===== config.mk =====
export PLATFORM = sky130hd
export DESIGN_NAME = masked_pattern_search_replace
export DESIGN_NICKNAME = d
export VERILOG_FILES = /design/src/msr_pkg.sv /design/src/msr_front.sv /design/src/msr_queue.sv /design/src/msr_back.sv /design/src/masked_pattern_search_replace.sv
export SDC_FILE = /design/constraint.sdc
export NUM_CORES = 2
export LEC_CHECK = 0
export CAP_MARGIN = 20
export CORE_MARGIN = 2
export CORE_UTILIZATION = 29
export CTS_BUF_LIST = sky130_fd_sc_hd__clkbuf_4
export DETAILED_ROUTE_END_ITERATION = 8
export DONT_BUFFER_PORTS = 1
export PLACE_DENSITY = 0.43
export SKIP_LAST_GASP = 1
export SYNTH_ARGS = -nofsm -noshare
export SYNTH_HDL_FRONTEND = slang
export SYNTH_SLANG_ARGS = --single-unit
export TNS_END_PERCENT = 50

===== constraint.sdc =====
create_clock -name clk -period 28.4 [get_ports clk]
set_clock_uncertainty 0.1 [all_clocks]
set_input_delay 5.68 -clock clk [delete_from_list [all_inputs] [get_ports clk]]
set_output_delay 5.68 -clock clk [all_outputs]
set_load 0.01 [all_outputs]

===== src/msr_pkg.sv =====
// ============================================================================
// msr_pkg: shared types and codes for the masked pattern search and replace
// Holds the request codes, the command passed from front to back, the
// pattern entry layout and the result record.
// ============================================================================
package msr_pkg;

    localparam logic [1:0] OPC_LOAD = 2'd0;
    localparam logic [1:0] OPC_BYTE = 2'd1;
    localparam logic [1:0] OPC_END  = 2'd2;

    localparam int QUEUE_DEPTH = 4;
    localparam int OFFSET_W    = 24;
    localparam int REGF_W      = 5;
    localparam int IN_DATA_W   = 32;
    localparam int OUT_DATA_W  = 64;

    typedef enum logic [1:0] {
        CMD_LOAD = 2'd0,
        CMD_BYTE = 2'd1,
        CMD_END  = 2'd2
    } cmd_op_t;

    typedef enum logic [1:0] {
        KIND_BYTE    = 2'd0,
        KIND_REPORT  = 2'd1,
        KIND_SUMMARY = 2'd2
    } res_kind_t;

    typedef enum logic {
        BK_RUN   = 1'b0,
        BK_FLUSH = 1'b1
    } back_state_t;

    typedef struct packed {
        cmd_op_t    op;
        logic [4:0] entry_index;
        logic [7:0] expected_byte;
        logic       expected_care;
        logic [7:0] replace_byte;
        logic       replace_enable;
        logic [7:0] data_byte;
    } cmd_t;

    typedef struct packed {
        logic       repen;
        logic [7:0] rep;
        logic       care;
        logic [7:0] expb;
    } pat_entry_t;

    typedef struct packed {
        res_kind_t             kind;
        logic [7:0]            out_byte;
        logic [OFFSET_W-1:0]   start_offset;
        logic [REGF_W-1:0]     register_field;
        logic [OFFSET_W-1:0]   match_count;
        logic                  last;
    } res_t;

    function automatic res_t make_byte(input logic [7:0] b, input logic lst);
        res_t r;
        r                = '0;
        r.kind           = KIND_BYTE;
        r.out_byte       = b;
        r.last           = lst;
        return r;
    endfunction

endpackage


===== src/msr_front.sv =====
// ============================================================================
// msr_front: request intake and classification
// Unpacks each request, drops unused codes and out-of-range loads, and
// stages the resulting command toward the queue.
// ============================================================================
module msr_front #(
    parameter int WINDOW_LEN = 32
) (
    input  logic                          clk,
    input  logic                          rst_n,
    input  logic                          in_valid,
    output logic                          in_ready,
    input  logic [1:0]                    in_op,
    input  logic [msr_pkg::IN_DATA_W-1:0] in_data,
    output logic                          push_valid,
    input  logic                          push_ready,
    output msr_pkg::cmd_t                 push_data
);
    import msr_pkg::*;

    logic stg_valid_reg;
    logic stg_valid_next;
    cmd_t stg_cmd_reg;
    cmd_t stg_cmd_next;
    cmd_t dec_cmd;
    logic dec_keep;
    logic push;
    logic take;

    always_comb
    begin
        dec_cmd                = '0;
        dec_cmd.entry_index    = in_data[4:0];
        dec_cmd.expected_byte  = in_data[12:5];
        dec_cmd.expected_care  = in_data[13];
        dec_cmd.replace_byte   = in_data[21:14];
        dec_cmd.replace_enable = in_data[22];
        dec_cmd.data_byte      = in_data[30:23];
        dec_keep               = 1'b0;
        unique case (in_op)
            OPC_LOAD:
            begin
                dec_cmd.op = CMD_LOAD;
                dec_keep   = (int'(in_data[4:0]) < WINDOW_LEN);
            end
            OPC_BYTE:
            begin
                dec_cmd.op = CMD_BYTE;
                dec_keep   = 1'b1;
            end
            OPC_END:
            begin
                dec_cmd.op = CMD_END;
                dec_keep   = 1'b1;
            end
            default:
            begin
                dec_cmd.op = CMD_LOAD;
                dec_keep   = 1'b0;
            end
        endcase
    end

    assign push       = stg_valid_reg && push_ready;
    assign in_ready   = !stg_valid_reg || push_ready;
    assign take       = in_valid && in_ready;
    assign push_valid = stg_valid_reg;
    assign push_data  = stg_cmd_reg;

    always_comb
    begin
        stg_cmd_next = stg_cmd_reg;
        if (take)
        begin
            stg_valid_next = dec_keep;
            stg_cmd_next   = dec_cmd;
        end
        else if (push)
        begin
            stg_valid_next = 1'b0;
        end
        else
        begin
            stg_valid_next = stg_valid_reg;
        end
    end

    always_ff @(posedge clk or negedge rst_n)
    begin
        if (!rst_n)
        begin
            stg_valid_reg <= 1'b0;
        end
        else
        begin
            stg_valid_reg <= stg_valid_next;
        end
    end

    always_ff @(posedge clk)
    begin
        stg_cmd_reg <= stg_cmd_next;
    end

endmodule


===== src/msr_queue.sv =====
// ============================================================================
// msr_queue: command queue between front and back
// Small first-in first-out buffer so that intake and execution stall apart.
// ============================================================================
module msr_queue #(
    parameter int DEPTH = 4
) (
    input  logic          clk,
    input  logic          rst_n,
    input  logic          push_valid,
    output logic          push_ready,
    input  msr_pkg::cmd_t push_data,
    output logic          pop_valid,
    input  logic          pop_ready,
    output msr_pkg::cmd_t pop_data
);
    import msr_pkg::*;

    localparam int PTR_W = (DEPTH > 1) ? $clog2(DEPTH) : 1;
    localparam int CNT_W = $clog2(DEPTH + 1);
    localparam logic [PTR_W-1:0] PTR_LAST = PTR_W'(DEPTH - 1);
    localparam logic [CNT_W-1:0] CNT_FULL = CNT_W'(DEPTH);

    cmd_t             mem_reg [DEPTH];
    logic [PTR_W-1:0] wr_ptr_reg;
    logic [PTR_W-1:0] wr_ptr_next;
    logic [PTR_W-1:0] rd_ptr_reg;
    logic [PTR_W-1:0] rd_ptr_next;
    logic [CNT_W-1:0] cnt_reg;
    logic [CNT_W-1:0] cnt_next;
    logic             do_push;
    logic             do_pop;

    assign push_ready = (cnt_reg != CNT_FULL);
    assign pop_valid  = (cnt_reg != '0);
    assign pop_data   = mem_reg[rd_ptr_reg];
    assign do_push    = push_valid && push_ready;
    assign do_pop     = pop_valid && pop_ready;

    always_comb
    begin
        wr_ptr_next = wr_ptr_reg;
        rd_ptr_next = rd_ptr_reg;
        cnt_next    = cnt_reg;
        if (do_push)
        begin
            wr_ptr_next = (wr_ptr_reg == PTR_LAST) ? '0 : wr_ptr_reg + 1'b1;
        end
        if (do_pop)
        begin
            rd_ptr_next = (rd_ptr_reg == PTR_LAST) ? '0 : rd_ptr_reg + 1'b1;
        end
        if (do_push && !do_pop)
        begin
            cnt_next = cnt_reg + 1'b1;
        end
        else if (do_pop && !do_push)
        begin
            cnt_next = cnt_reg - 1'b1;
        end
    end

    always_ff @(posedge clk or negedge rst_n)
    begin
        if (!rst_n)
        begin
            wr_ptr_reg <= '0;
            rd_ptr_reg <= '0;
            cnt_reg    <= '0;
        end
        else
        begin
            wr_ptr_reg <= wr_ptr_next;
            rd_ptr_reg <= rd_ptr_next;
            cnt_reg    <= cnt_next;
        end
    end

    always_ff @(posedge clk)
    begin
        if (do_push)
        begin
            mem_reg[wr_ptr_reg] <= push_data;
        end
    end

endmodule


===== src/msr_back.sv =====
// ============================================================================
// msr_back: window execution and result output
// Holds the pattern table and byte window, compares and patches full
// windows, flushes at end of buffer and drives the registered result.
// ============================================================================
module msr_back #(
    parameter int WINDOW_LEN    = 32,
    parameter int POSITION_BITS = 24
) (
    input  logic          clk,
    input  logic          rst_n,
    input  logic          cfg_valid,
    input  logic          cfg_data,
    input  logic          cmd_valid,
    output logic          cmd_ready,
    input  msr_pkg::cmd_t cmd,
    output logic          res_valid,
    input  logic          res_ready,
    output msr_pkg::res_t res
);
    import msr_pkg::*;

    localparam int FILL_W = $clog2(WINDOW_LEN + 1);
    localparam logic [FILL_W-1:0]        FULL_FILL = FILL_W'(WINDOW_LEN - 1);
    localparam logic [POSITION_BITS-1:0] LAG       = POSITION_BITS'(WINDOW_LEN - 1);

    back_state_t              phase_reg;
    back_state_t              phase_next;
    logic [FILL_W-1:0]        fill_reg;
    logic [FILL_W-1:0]        fill_next;
    logic [FILL_W-1:0]        skip_reg;
    logic [FILL_W-1:0]        skip_next;
    logic [POSITION_BITS-1:0] pos_reg;
    logic [POSITION_BITS-1:0] pos_next;
    logic [POSITION_BITS-1:0] cnt_reg;
    logic [POSITION_BITS-1:0] cnt_next;
    logic [POSITION_BITS-1:0] cnt_sat;
    logic [POSITION_BITS-1:0] start;
    logic [OFFSET_W-1:0]      last_off_reg;
    logic [OFFSET_W-1:0]      last_off_next;
    logic [REGF_W-1:0]        last_rf_reg;
    logic [REGF_W-1:0]        last_rf_next;
    logic                     patch_en_reg;
    logic                     out_valid_reg;
    logic                     out_valid_next;
    res_t                     out_reg;
    res_t                     out_next;
    logic                     pend_valid_reg;
    logic                     pend_valid_next;
    res_t                     pend_reg;
    res_t                     pend_next;
    pat_entry_t               tbl_reg  [WINDOW_LEN];
    pat_entry_t               tbl_next [WINDOW_LEN];
    logic [7:0]               win_reg  [WINDOW_LEN];
    logic [7:0]               win_next [WINDOW_LEN];
    logic [7:0]               full_win [WINDOW_LEN];
    logic [7:0]               patched  [WINDOW_LEN];
    logic                     hit;
    logic                     is_full;
    logic                     out_free;
    logic                     cmd_emits;
    logic                     pop;
    res_t                     rpt;

    assign is_full   = (fill_reg == FULL_FILL);
    assign out_free  = !out_valid_reg || res_ready;
    assign cmd_emits = (cmd.op == CMD_BYTE) && is_full;
    assign pop       = (phase_reg == BK_RUN) && !pend_valid_reg && cmd_valid
                       && (out_free || !cmd_emits);
    assign cmd_ready = pop;
    assign res_valid = out_valid_reg;
    assign res       = out_reg;
    assign cnt_sat   = (cnt_reg != '1) ? cnt_reg + 1'b1 : cnt_reg;
    assign start     = (pos_reg >= LAG) ? pos_reg - LAG : '0;

    always_comb
    begin
        hit = 1'b1;
        for (int i = 0; i < WINDOW_LEN; i++)
        begin
            full_win[i] = (FILL_W'(i) == fill_reg) ? cmd.data_byte : win_reg[i];
            if (tbl_reg[i].care && (full_win[i] != tbl_reg[i].expb))
            begin
                hit = 1'b0;
            end
            patched[i] = (patch_en_reg && tbl_reg[i].repen) ? tbl_reg[i].rep : full_win[i];
        end
    end

    always_comb
    begin
        rpt                = '0;
        rpt.kind           = KIND_REPORT;
        rpt.start_offset   = OFFSET_W'(start);
        rpt.register_field = full_win[0][REGF_W-1:0];
        rpt.match_count    = OFFSET_W'(cnt_sat);
    end

    always_comb
    begin
        phase_next      = phase_reg;
        fill_next       = fill_reg;
        skip_next       = skip_reg;
        pos_next        = pos_reg;
        cnt_next        = cnt_reg;
        last_off_next   = last_off_reg;
        last_rf_next    = last_rf_reg;
        pend_valid_next = pend_valid_reg;
        pend_next       = pend_reg;
        out_next        = out_reg;
        out_valid_next  = out_valid_reg && !res_ready;
        tbl_next        = tbl_reg;
        win_next        = win_reg;

        if (pend_valid_reg && out_free)
        begin
            out_next        = pend_reg;
            out_valid_next  = 1'b1;
            pend_valid_next = 1'b0;
        end
        else
        begin
            unique case (phase_reg)
                BK_FLUSH:
                begin
                    if (out_free)
                    begin
                        out_valid_next = 1'b1;
                        if (fill_reg != '0)
                        begin
                            out_next  = make_byte(win_reg[0], 1'b0);
                            fill_next = fill_reg - 1'b1;
                            for (int i = 0; i < WINDOW_LEN - 1; i++)
                            begin
                                win_next[i] = win_reg[i + 1];
                            end
                        end
                        else
                        begin
                            out_next                = '0;
                            out_next.kind           = KIND_SUMMARY;
                            out_next.start_offset   = last_off_reg;
                            out_next.register_field = last_rf_reg;
                            out_next.match_count    = OFFSET_W'(cnt_reg);
                            out_next.last           = 1'b1;
                            skip_next               = '0;
                            pos_next                = '0;
                            cnt_next                = '0;
                            last_off_next           = '0;
                            last_rf_next            = '0;
                            phase_next              = BK_RUN;
                        end
                    end
                end
                BK_RUN:
                begin
                    if (pop)
                    begin
                        unique case (cmd.op)
                            CMD_LOAD:
                            begin
                                for (int i = 0; i < WINDOW_LEN; i++)
                                begin
                                    if (int'(cmd.entry_index) == i)
                                    begin
                                        tbl_next[i].expb  = cmd.expected_byte;
                                        tbl_next[i].care  = cmd.expected_care;
                                        tbl_next[i].rep   = cmd.replace_byte;
                                        tbl_next[i].repen = cmd.replace_enable;
                                    end
                                end
                            end
                            CMD_BYTE:
                            begin
                                if (pos_reg != '1)
                                begin
                                    pos_next = pos_reg + 1'b1;
                                end
                                if (!is_full)
                                begin
                                    win_next  = full_win;
                                    fill_next = fill_reg + 1'b1;
                                end
                                else
                                begin
                                    out_valid_next = 1'b1;
                                    if (skip_reg != '0)
                                    begin
                                        skip_next = skip_reg - 1'b1;
                                        out_next  = make_byte(full_win[0], 1'b1);
                                        for (int i = 0; i < WINDOW_LEN - 1; i++)
                                        begin
                                            win_next[i] = full_win[i + 1];
                                        end
                                    end
                                    else if (hit)
                                    begin
                                        cnt_next        = cnt_sat;
                                        last_off_next   = rpt.start_offset;
                                        last_rf_next    = rpt.register_field;
                                        skip_next       = FULL_FILL;
                                        out_next        = rpt;
                                        pend_next       = make_byte(patched[0], 1'b1);
                                        pend_valid_next = 1'b1;
                                        for (int i = 0; i < WINDOW_LEN - 1; i++)
                                        begin
                                            win_next[i] = patched[i + 1];
                                        end
                                    end
                                    else
                                    begin
                                        out_next = make_byte(full_win[0], 1'b1);
                                        for (int i = 0; i < WINDOW_LEN - 1; i++)
                                        begin
                                            win_next[i] = full_win[i + 1];
                                        end
                                    end
                                end
                            end
                            CMD_END:
                            begin
                                phase_next = BK_FLUSH;
                            end
                            default:
                            begin
                                phase_next = BK_RUN;
                            end
                        endcase
                    end
                end
                default:
                begin
                    phase_next = BK_RUN;
                end
            endcase
        end
    end

    always_ff @(posedge clk or negedge rst_n)
    begin
        if (!rst_n)
        begin
            phase_reg      <= BK_RUN;
            fill_reg       <= '0;
            skip_reg       <= '0;
            pos_reg        <= '0;
            cnt_reg        <= '0;
            last_off_reg   <= '0;
            last_rf_reg    <= '0;
            patch_en_reg   <= 1'b1;
            out_valid_reg  <= 1'b0;
            pend_valid_reg <= 1'b0;
            for (int i = 0; i < WINDOW_LEN; i++)
            begin
                tbl_reg[i] <= '0;
            end
        end
        else
        begin
            phase_reg      <= phase_next;
            fill_reg       <= fill_next;
            skip_reg       <= skip_next;
            pos_reg        <= pos_next;
            cnt_reg        <= cnt_next;
            last_off_reg   <= last_off_next;
            last_rf_reg    <= last_rf_next;
            out_valid_reg  <= out_valid_next;
            pend_valid_reg <= pend_valid_next;
            tbl_reg        <= tbl_next;
            if (cfg_valid)
            begin
                patch_en_reg <= cfg_data;
            end
        end
    end

    always_ff @(posedge clk)
    begin
        out_reg  <= out_next;
        pend_reg <= pend_next;
        win_reg  <= win_next;
    end

endmodule


===== src/masked_pattern_search_replace.sv =====
// A request passes the front stage register and the queue before the back end
// registers its result. Throughput: one data byte per cycle unless the output,
// a pending byte or a flush stalls, set by the combinational window compare; a
// match emits its report, then its patched byte. End of buffer flushes the window
// byte by byte, then the summary. Reset: clears counters, empties the window,
// sets all pattern entries to wildcard with no replacement, and sets patching on.
// ============================================================================
// masked_pattern_search_replace: wildcard byte pattern search and replace
// Streams bytes through a pattern-length window, reports non-overlapping
// matches, optionally patches them, and summarizes at end of buffer.
// ============================================================================
module masked_pattern_search_replace #(
    parameter int WINDOW_LEN    = 32,
    parameter int POSITION_BITS = 24
) (
    input  logic        clk,
    input  logic        rst_n,
    input  logic        cfg_valid,
    output logic        cfg_ready,
    input  logic        cfg_data,     // patch_enable
    input  logic        s_tvalid,
    output logic        s_tready,
    // entry_index[4:0], expected_byte[12:5], expected_care[13],
    // replace_byte[21:14], replace_enable[22], data_byte[30:23]
    input  logic [31:0] s_tdata,
    input  logic [1:0]  s_tuser,      // operation
    output logic        m_tvalid,
    input  logic        m_tready,
    // out_byte[7:0], start_offset[31:8], register_field[36:32], match_count[60:37]
    output logic [63:0] m_tdata,
    output logic [1:0]  m_tuser,      // kind
    output logic        m_tlast
);
    import msr_pkg::*;

    logic q_push_valid;
    logic q_push_ready;
    cmd_t q_push_data;
    logic q_pop_valid;
    logic q_pop_ready;
    cmd_t q_pop_data;
    res_t res;

    assign cfg_ready = 1'b1;

    msr_front #(
        .WINDOW_LEN (WINDOW_LEN)
    ) u_front (
        .clk        (clk),
        .rst_n      (rst_n),
        .in_valid   (s_tvalid),
        .in_ready   (s_tready),
        .in_op      (s_tuser),
        .in_data    (s_tdata),
        .push_valid (q_push_valid),
        .push_ready (q_push_ready),
        .push_data  (q_push_data)
    );

    msr_queue #(
        .DEPTH (QUEUE_DEPTH)
    ) u_queue (
        .clk        (clk),
        .rst_n      (rst_n),
        .push_valid (q_push_valid),
        .push_ready (q_push_ready),
        .push_data  (q_push_data),
        .pop_valid  (q_pop_valid),
        .pop_ready  (q_pop_ready),
        .pop_data   (q_pop_data)
    );

    msr_back #(
        .WINDOW_LEN    (WINDOW_LEN),
        .POSITION_BITS (POSITION_BITS)
    ) u_back (
        .clk       (clk),
        .rst_n     (rst_n),
        .cfg_valid (cfg_valid && cfg_ready),
        .cfg_data  (cfg_data),
        .cmd_valid (q_pop_valid),
        .cmd_ready (q_pop_ready),
        .cmd       (q_pop_data),
        .res_valid (m_tvalid),
        .res_ready (m_tready),
        .res       (res)
    );

    assign m_tdata = {3'b000, res.match_count, res.register_field,
                      res.start_offset, res.out_byte};
    assign m_tuser = res.kind;
    assign m_tlast = res.last;

endmodule

* After elaboration in Yosys (flattened, before gate mapping) *
Memories as Yosys holds them, arrays and structs flattened.
Index checks and enable logic that the tools add are counted.

operators by class
  equality and inequality tests = 121
  reduce and logical (&&, ||, !) cells = 140
  multiplexer cells = 184
  $add $sub $neg = 10
  magnitude comparators = 1
  bitwise operators = 4

operator list
  operator                 number
  $mux W248                5
  $mux W8                  65
  $mux W256                2
  $pmux W248 S2            1
  $mux W24                 17
  $mux W64                 6
  $ne A8 B8 Y1             32
  $reduce_and A5 Y1        34
  $pmux W24 S2             3
  $pmux W64 S2             1
  $eq A5 B6 Y1 const A     16
  $eq A5 B5 Y1 const B     16
  $logic_and A1 B1 Y1      75
  $mux W6                  12
  $mux W63                 1
  $mux W62                 1
  $mux W1                  53
  $add A24 B1 Y24 const B  2
  $eq A4 B6 Y1 const A     8
  $ne A24 B24 Y1 const B   2
  $eq A5 B4 Y1 const B     8
  $mux W5                  7
  $eq A3 B6 Y1 const A     4
  $ge A24 B5 Y1 const B    1
  38 further kinds         88

storage, ports and cells
  register bits after elaboration = 1038
  input bits = 40
  memories = 1
  output and inout bits = 70
  bits in writable memories = 132

memory list
  name             depth  width  rd ports  clocked after memory_dff  wr ports  line             RTL
  u_queue.mem_reg  4      33     1         0                         1         msr_queue.sv:24  cmd_t mem_reg [DEPTH];

* Longest topological paths before layout *
  depth in word-level cells = 43
  mapped depth = 20

* Modules after synthesis *
From an unflattened synthesis, not the netlist that was laid out.

unflattened totals
  cells, all modules = 6058
  area total of the unflattened synthesis = 63927.6 um^2

by module, submodules not included
  module                         area each (um^2)  instances  cells each
  msr_back                       57629.0           1          5803
  msr_queue                      5196.2            1          209
  msr_front                      1064.8            1          40
  masked_pattern_search_replace  37.5              1          6

* Least setup slack after synthesis *
Ideal clock, no wire load.

  path kind = input -> register
  start = input port m_tready
  end = register u_back.win_reg[100] in the netlist's numbering (enable)
  setup time = 861 ps
  cell stages on the path = 6
  slack = 10570 ps
  buffers on the path = 2
  arrival time = 16869 ps
  path through = nor2b_1 clkbuf_1 a21oi_1 clkbuf_1 a21oi_1 nor2_1

on the way
  longest elaborated chain between the ends = 5
  elaborated cells on any way between the ends = 8

RTL lines
  what                                  line                                 RTL
  start: declaration                    masked_pattern_search_replace.sv:28  input logic m_tready,
  $logic_or A1 B1 Y1 *                  msr_back.sv:66                       assign out_free = !out_valid_reg || res_ready;
  $logic_or A1 B1 Y1                    msr_back.sv:69                       && (out_free || !cmd_emits);
  $logic_and A1 B1 Y1                   msr_back.sv:69
  $ne A2 B2 Y1 (no source line)         -
  $reduce_and A5 Y1 (no source line) *  -
  end signal: assignment                msr_back.sv:281                      win_reg <= win_next;
  end: declaration                      msr_back.sv:54                       logic [7:0] win_reg [WINDOW_LEN];

Mark *: on every way between the ends. The rest lies on a longest branch, timed or not.
A chain may end at the register's enable or synchronous reset.

* Worst setup path after layout *
  start = register u_queue.rd_ptr_reg[0]
  end = register u_back.out_reg (netlist bit u_back.res[38]), data pin

on the way
  longest elaborated chain between the ends = 42
  elaborated cells on any way between the ends = 135

RTL lines
  what                      line             RTL
  start: declaration        msr_queue.sv:27  logic [PTR_W-1:0] rd_ptr_reg;
  start signal: assignment  msr_queue.sv:74  rd_ptr_reg <= rd_ptr_next;
  $mem_v2 Z4 W33 *          -
  $mux W8                   msr_back.sv:81   full_win[i] = (FILL_W'(i) == fill_reg) ? cmd.data_byte : win_reg[i];
  $ne A8 B8 Y1              msr_back.sv:82   if (tbl_reg[i].care && (full_win[i] != tbl_reg[i].expb))
  $logic_and A1 B1 Y1       msr_back.sv:82
  $mux W1 (31 in series)    msr_back.sv:82
  $mux W1 *                 msr_back.sv:82
  $mux W63 *                msr_back.sv:196  else if (hit)
  $mux W64 *                msr_back.sv:187  if (skip_reg != '0)
  $mux W64 *                msr_back.sv:179  if (!is_full)
  $mux W64 *                msr_back.sv:159  unique case (cmd.op)
  $mux W64 *                msr_back.sv:157  if (pop)
  $pmux W64 S2 *            msr_back.sv:123  unique case (phase_reg)
  end signal: assignment    msr_back.sv:279  out_reg <= out_next;
  end: declaration          msr_back.sv:46   res_t out_reg;

Mark *: on every way between the ends. The rest lies on a longest branch, timed or not. The select of a mux whose other input is x is not followed.

==> impl_metrics.py <==
metrics = {
    "run_status": {
        "status": "complete, no violations",
    },
    "floorplanning": {
        "rows": 166,
        "core_sq_um": 205000,
        "fp.dieW_um": 459,
        "ios": 110,
        "die_area_sq_um": 210000,
        "die_height_um": 459,
        "start_util_pct": 29.2,
    },
    "timing": {
        "finalHoldViolCount": 0,
        "slew_viol_final": 0,
        "worst_slack_ps": 19440,
        "period_share_pct": 31.5,
        "min_period_ps": 8960,
        "maxSlewHeadroom_pct": 18.3,
        "setup-tns-final_ps": 0,
        "fmax_ghz": 0.112,
        "tightest_slew_ps": 1210,
        "rsz0062_at_grt": "no",
        "setup_viol": 0,
    },
    "power": {
        "clockPowerShare_pct": 23.9,
        "power.density_nw_per_um2": 104,
        "p_sw_share_pct": 44.7,
        "peakVddDrop_mv": 0.0655,
        "combPwrFrac_pct": 39.8,
        "internal-power_w": 0.00390,
        "p_leak_nw": 28.9,
        "p_seq_share_pct": 36.3,
        "switching_power_w": 0.00315,
        "finalPower_w": 0.00705,
    },
    "clocking": {
        "postCtsSetupBuffers": 0,
        "cts_tree": "built",
        "ctsHoldBuffers": 0,
        "clk_path_buf_depth": 4,
        "clk_latency_ps": 1380,
        "numCtsBuffers": 359,
        "clock-sinks": 1170,
        "ctsRootBufferMaster": "clkbuf_4",
        "ctsResizeCount": 0,
        "htreeDepth": 5,
        "cts.clk_slew.worst_paths_ps": 60,
    },
    "synthesis": {
        "seq_area_frac_synth_pct": 53.0,
        "synth_ff_type": "dfrtp_1",
        "synth_area_per_cell_sq_um": 10.5,
        "synth_seq_cells": 1170,
        "synth_edf_count": 493,
        "synth_area_leaders": "dfrtp_1 (28%), edfxtp_1 (25%), o21ai_0 (7.1%), mux2_2 (6.0%), mux2i_1 (4.9%)",
        "syn_area_sq_um": 59900,
        "synth_common_cells": "o21ai_0 (849), nand2_1 (719), dfrtp_1 (676)",
        "yosysUniqueCellTypes": 84,
        "yosysTopAreaCell": "dfrtp_1",
        "yosysWarnings": 0,
        "yosys.cell_count.top_type": "o21ai_0",
        "netlist_instances": 5696,
        "ys_async_sr_fraction_pct": 57.9,
        "yosysTopAreaCellShare_pct": 28.2,
    },
    "routing": {
        "postRouteAntennaNets": 0,
        "drcViolationCount": 0,
        "wl_per_cell_um": 25.4,
        "vias": 47500,
        "wl_um": 222000,
        "drt-pass1-iter-count": 5,
        "vias_per_cell": 5.43,
        "dr.first_iter.drc_count": 4426,
    },
    "grt": {
        "track_usage_pct": 20.7,
        "grt_max_degree": 678,
        "first_global_vias": 46100,
        "antenna_found_initial": 23,
        "grt_pass1_wl_um": 324000,
        "grt.overflow.total": 0,
    },
    "critical_path": {
        "worst_setup_path_end_kind": "register",
        "worstPathArrival_ps": 9880,
        "path_max_fanout": 60,
        "critPathRequiredTime_ps": 29320,
        "cp-startpoint": "u_queue.rd_ptr_reg[0]",
        "critical_path_class": "reg -> reg",
        "r2r_cells": 15,
        "worstSetupStartpointType": "register",
        "reg2reg_from": "u_queue.rd_ptr_reg[0]",
    },
    "place": {
        "gp_congestion": 0.794,
        "portBuffers": 0,
        "place_ws_ps": 18670,
        "dp_hpwl_um": 135000,
        "dpl_cell_area_sq_um": 62800,
    },
    "hold_path": {
        "hold_path_startpoint": "u_front.push_data[7]",
        "min_path_type": "reg -> reg",
        "whs_path_depth": 0,
    },
    "run": {
        "max_cap_violations": 0,
    },
    "layout": {
        "final_nets": 5829,
        "n_fill_cell": 20900,
        "final_area_sq_um": 67600,
        "final_util_pct": 33.0,
        "largest_reg_flops": 576,
        "multi_input_area_sq_um": 26500,
        "regArea_sq_um": 31800,
        "syn2layout_area_growth_pct": 12.8,
        "drive_gt1_share_pct": 19.1,
    },
}
logic make-up (layout without fill, tap and decap cells):
logic type	Yosys count	after routing	synth area share [%]
AOI/OAI and AO/OA	1644	1644	16.0
xor gates and xnor gates	68	68	0.994
adders and majority gates	15	15	0.326
buffers and inverters	463	806	3.22
DFF	1170	1170	53.0
muxes	628	628	11.5
other	2	23	0.0125
and+or+nand+nor	1706	1706	15.0
cell type report:
class,instances,area share (%)
clock buffer,559,6.20
clock inverter,69,0.433
tap,2688,4.97
sequential,1170,47.0
antenna,19,0.0703
multi-input combinational,4065,39.2
timing repair buffer,135,1.93
inverter,43,0.250
layer usage:
layer  wire [um]  global-route usage, %  part of all wire [%]  vias to the layer above
li1            -                      -                     -                    21600
met1      102000                   29.0                    46                    23900
met2      100000                   32.0                    45                     1574
met3       12800                   3.63                   5.8                      429
met4        6360                   7.10                   2.9                        4
met5          27                      0                 0.012                        -
metrics by stage:
stage	hold slack, ps	instances
after floorplan	344	5698
after global placement	359	8087
after detailed placement	369	8089
after CTS	270	8717
after global routing	322	8738
final	295	8748
final timing paths:
kind                                           to  slack (ps)
setup / recovery                   u_back.res[38]       19440
hold / removal              u_queue.mem_reg[2][7]         300
setup reg to reg                   u_back.res[38]       19440
hold reg to reg             u_queue.mem_reg[2][7]         300
max in group asynchronous     u_back.tbl_reg[157]       21230
min in group asynchronous  u_back.last_off_reg[5]        4280
cells in the final DEF, fill, tap and decap left out, drive strengths merged, types with 17 or more instances in the layout:
cell,n
nor3,39
dfrtp,676
o21a,18
xnor2,50
and3,112
clkinv,62
buf,135
a22oi,236
o21ai,918
edfxtp,493
and3b,113
clkbuf,559
nor2,123
nor2b,17
or3,53
and2,29
o22ai,57
nand3,277
a21oi,187
a31oi,19
a21boi,122
xor2,18
nand4,84
diode,19
nand2,721
inv,49
mux2i,294
nor4,61
mux2,319
critical path: stages (launching register included):
cell	delay, ps
dfrtp_4	830
buf_4	590
mux4_2	830
buf_4	560
nand3_1	190
a21boi_0	230
o22ai_1	140
o41ai_2	930
nand4_1	160
or4_1	570
nor4_2	460
buf_4	530
and2_2	220
buf_4	670
nand3_1	940
o21ai_1	520
power by group through the flow:
stage | Sequential (W) | Combinational (W) | Clock [W]
floorplan | 0.00246 | 0.00159 | 0
global placement | 0.00258 | 0.00275 | 0
detailed placement | 0.00258 | 0.00277 | 0
CTS | 0.00255 | 0.00278 | 0.00174
global route | 0.00259 | 0.00300 | 0.00184
finish | 0.00256 | 0.00281 | 0.00168
No activity file was read; power rests on OpenSTA's default activity.
